$ cat src/hw/rtl/cepf_ram.sv
// Generic single-write, single-read synchronous RAM with registered read data.
// No dependencies; read data holds when no read is requested.
`timescale 1ns / 1ps

module cepf_ram #(
  parameter int unsigned WIDTH = 8,
  parameter int unsigned DEPTH = 16,
  parameter int unsigned AW    = (DEPTH > 1) ? $clog2(DEPTH) : 1
) (
  input  logic             clk,
  input  logic             we,
  input  logic [AW-1:0]    waddr,
  input  logic [WIDTH-1:0] wdata,
  input  logic             re,
  input  logic [AW-1:0]    raddr,
  output logic [WIDTH-1:0] rdata
);

  logic [WIDTH-1:0] mem [DEPTH];
  logic [WIDTH-1:0] rdata_r;

  // Write port
  always_ff @(posedge clk) begin
    if (we) begin
      mem[waddr] <= wdata;
    end
  end

  // Registered read port (read-before-write on the same address)
  always_ff @(posedge clk) begin
    if (re) begin
      rdata_r <= mem[raddr];
    end
  end

  assign rdata = rdata_r;

endmodule

$ cat config.mk
export PLATFORM = sky130hd
export DESIGN_NAME = cepf_ram
export DESIGN_NICKNAME = d
export VERILOG_FILES = /design/src/hw/rtl/cepf_ram.sv
export SDC_FILE = /design/constraint.sdc
export NUM_CORES = 1
export LEC_CHECK = 0
export BUFFER_PORTS_ARGS = -buffer_cell sky130_fd_sc_hd__buf_2
export CORE_UTILIZATION = 51
export CTS_BUF_LIST = sky130_fd_sc_hd__clkbuf_16
export CTS_CLUSTER_DIAMETER = 80
export DETAILED_ROUTE_END_ITERATION = 7
export PLACE_DENSITY = 0.69
export SKIP_LAST_GASP = 1
export SLEW_MARGIN = 20
export SYNTH_ARGS = -nofsm -noshare
export SYNTH_HDL_FRONTEND = slang
export SYNTH_SLANG_ARGS = --single-unit
$ cat constraint.sdc
create_clock -name clk -period 2.5 [get_ports clk]
set_clock_uncertainty 0.05 [all_clocks]
set_input_delay 0.625 -clock clk [delete_from_list [all_inputs] [get_ports clk]]
set_output_delay 0.625 -clock clk [all_outputs]
set_load 0.005 [all_outputs]
# Word-level counts from Yosys, hierarchy flattened
# Memory sizes are Yosys's and may differ from the RTL's. A register that Yosys moved wholly into a read port is not among the register bits.
# Cells that the tools add are included.
# word_totals
register_bits	0
wordCells	3
mem_count	1
ramBits	128
# op_classes
mux	2
# mem_list
memory	depth	width	rd	rd_ports_with_merged_regs	write_ports	line_no	text
mem	16	8	1	1	1	19	logic [WIDTH-1:0] mem [DEPTH];
# op_table
operator	n
1-bit 2-to-1 mux	2

# Logic depth before layout (Yosys ltp)
# depth
depth_word	2
mapped_depth	5
ltp_nobuf	3

# Least setup slack after synthesis
# No wires, ideal clock.
# synth_timing
kind	input port to flip-flop
startpoint	input port waddr[2]
endpoint	memory mem[0][0], enable pin
required_ps	2067
path_stages	2
path_buffers	0
setup_time_ps	383
t_arrival_ps	1735
slack_ps	332
cell_sequence	or3b_2 nor3_1
# synth_lines
item	line_no	text
from (decl)	12	input logic [AW-1:0] waddr,
to (decl)	19	
# No word-level cell before the write port.

==> summary.txt <==
Synthesis
  • Mapped Area: about 5200 µm²
  • Register bit total from synthesis: 136
  • Avg Inst Size Synth: between 20 and 25 µm²
  • Ys Warns: 0
  • Syn nets: 248
  • Cells after Synth: 229
  • Netlist cell types: 18
  • Sequential share of the synthesized area: between 70 and 80%

Clock network
  • Post-cts hold buffer count: 0
  • CTS max path bufs: 2
  • Clk sinks: 136
  • CTS H-tree depth: 4
  • Post-CTS setup buffer count: 0
  • CTS tree: done
  • Post_cts resized: 0
  • Clock-pin slew on the worst setup and hold paths: 60 ps
  • Clk Latency, worst-skew pair: around 410 ps
  • Clk root buf: clkbuf_16
  • TritonCTS buffer count: 17

Routing
  • Antenna violation net count after detailed routing: 0
  • Wire length per cell: 23.03 µm
  • Via count: ~2500
  • Post-route DRC: 0
  • Via density: approximately 5.7
  • WL final: slightly below 10000 µm
  • DRT Pass-1 Iters: 4
  • Initial DRC Count: around 170

Run
  • Max-Cap Viols: 0

Die
  • Core area: 9864 µm²
  • Top-Level Pins: 27
  • DIE AREA: 10660 µm²
  • Die X: about 100 µm
  • Num rows: 36
  • Die span in y: 103.2 µm
  • Starting Density: a little over half

Critical path
  • Worst-path cell chain: buf_2 > buf_12 > mux4_1 > a22oi_1 > nand2_1
  • Required time of the critical path: between 2000 and 3000 ps
  • Setup crit end kind: flop
  • Crit-path max FO: 16
  • Reg2Reg Setup Slack: ~850 ps
  • Arrival time worst endpoint: 2000 ps
  • CP Class: primary input to flop
  • Critical Path Max Stage Delay: between 400 and 500 ps
  • Crit path max-delay family: buffers and inverters
  • WP buf/inv: 2
  • Worst setup SP type: primary input
  • Slowest CP cell: buf_2

Timing
  • Setup Viol. Count Final: 0
  • Maximum clock rate: 0.5244 GHz
  • Final min period: between 1500 and 2000 ps
  • Hold slack final: 537.9 ps
  • Worst slew pin tran: around 520 ps
  • RSZ-0062 raised after global routing: no
  • Final Hold Vio Count: 0
  • Max Slew Vio Count: 0
  • Period utilization: around 76%
  • TNS Setup: 0 ps
  • Max-slew headroom: 65.64%

Layout
  • Nets: 305
  • # diodes: 0
  • Share of cells above drive strength 1: 32.78%
  • Fin area: roughly 6300 µm²
  • Register Area: between 4000 and 5000 µm²
  • Multi-input gate area: 1057 µm²
  • Fillers: 636
  • Finished Layout Cells: 432
  • Synth-to-layout area growth: 21.18%

Global routing
  • Total track usage: between 20% and 30%
  • First-pass GRT wire length: 14700 µm
  • Grt ovf: 0
  • Number of global-route vias before repair: approximately 2500
  • Initial antenna violation count: 0
  • Largest net degree at the start of global routing: 18

Place
  • GP Congestion: 0.7105
  • Hpwl dp: between 6000 and 7000 µm
  • Placed Area: between 5000 and 6000 µm²
  • Inst Count DP: 400
  • Buffers on Ports: 26

Power and ir drop
  • Pwr Total: 5.666 mW
  • PD cells: ~900 nW/µm²
  • LEAKAGE: 2.173 nW
  • Peak VDD IR: 0.0004696 V

Status
  • Status: finished clean

Worst hold path
  • Worst hold path type: primary input to flop
==> worst reg2reg max path: cells and delay by family, from the launching register on <==
family | cells | cell delay (ps)
DFF | 1 | 370
and+or+nand+nor | 1 | 100
AOI/OAI and AO/OA | 1 | 370
muxes | 1 | 500
==> state kept, by name (all words and copies together), names as in the netlist <==
register  count
rdata         8
mem         128
==> per-layer routing <==
| layer | up-vias | global-route usage [%] | part of all wire [%] |
|---|---|---|---|
| met5 | - | 0 | 0 |
| met3 | 13 | 6.384 | 5.3 |
| met4 | 0 | 8.451 | 1.9 |
| li1 | 1093 | - | - |
| met2 | 72 | 33.74 | 51 |
| met1 | 1303 | 27.53 | 42 |
==> cell type report <==
cell class / instances / share of cell area (%)
Multi-Input combinational cell: 83 / 16.69
Clock inverter: 15 / 4.049
Tap cell: 133 / 2.627
Clock buffer: 17 / 6.715
Timing Repair Buffer: 48 / 5.451
Sequential cell: 136 / 64.47
==> logic make-up (layout without fill, tap and decap cells) <==
logic type	Yosys count	count (layout)	synth area share, %
buffers and inverters	10	80	1.651
multiplexers	32	32	14.79
AND/OR/NAND/NOR	35	35	3.136
flip-flops	136	136	78.12
AO/OA/AOI/OAI	16	16	2.298
==> layout by cell type (no fill, tap or decap), types with 2 or more instances in the layout <==
cell type / n
buf_12: 4
nand3b_1: 2
a22oi_1: 16
bufinv_16: 7
clkinv_2: 4
clkinvlp_4: 3
edfxtp_1: 136
nand2_1: 9
nand2b_1: 2
clkbuf_16: 17
mux4_2: 18
buf_2: 26
buf_4: 18
mux4_1: 14
nor2_1: 13
nor3_1: 4
==> power by group <==
group | total, mW | leakage, nW | switching, mW | internal [mW]
logic | 0.241 | 0.607 | 0.133 | 0.107
registers | 2.59 | 1.24 | 0.0151 | 2.57
clock network | 2.84 | 0.330 | 0.883 | 1.96
==> final timing paths <==
path | from | endpoint | depth (start not counted)
worst max register to register | mem[8][4] | rdata[4] | 3
worst max-delay path | raddr[1] | rdata[4] | 5
worst min register to register | mem[12][2] | rdata[2] | 3
worst min-delay path | wdata[5] | mem[10][5] | 1
==> cells in the mapped netlist <==
library cell	count	area, µm²
nor2_1	13	48.80
nor3_1	4	20.02
and2_1	1	6.260
a22oi_1	16	120.1
buf_6	3	33.78
nand2b_1	2	12.51
nor2b_1	1	6.260
mux4_2	18	405.4
or3b_2	1	8.760
nand3_1	1	5.000
and2b_1	1	7.510
clkdlybuf4s25_2	3	30.03
nand3b_1	2	15.01
nand2_1	9	33.78
buf_4	1	7.510
buf_2	3	15.01
mux4_1	14	367.9
edfxtp_1	136	4084
==> stage by stage <==
stage                     setup WS (ps)  utilization (%)
after detailed placement          180.2            57.31
after CTS                         574.0            64.22
final                             593.0            64.22
after global placement            204.0            57.31
after global routing              551.3            64.22
after floorplan                   332.1                -
No activity file was read; power rests on OpenSTA's default activity.
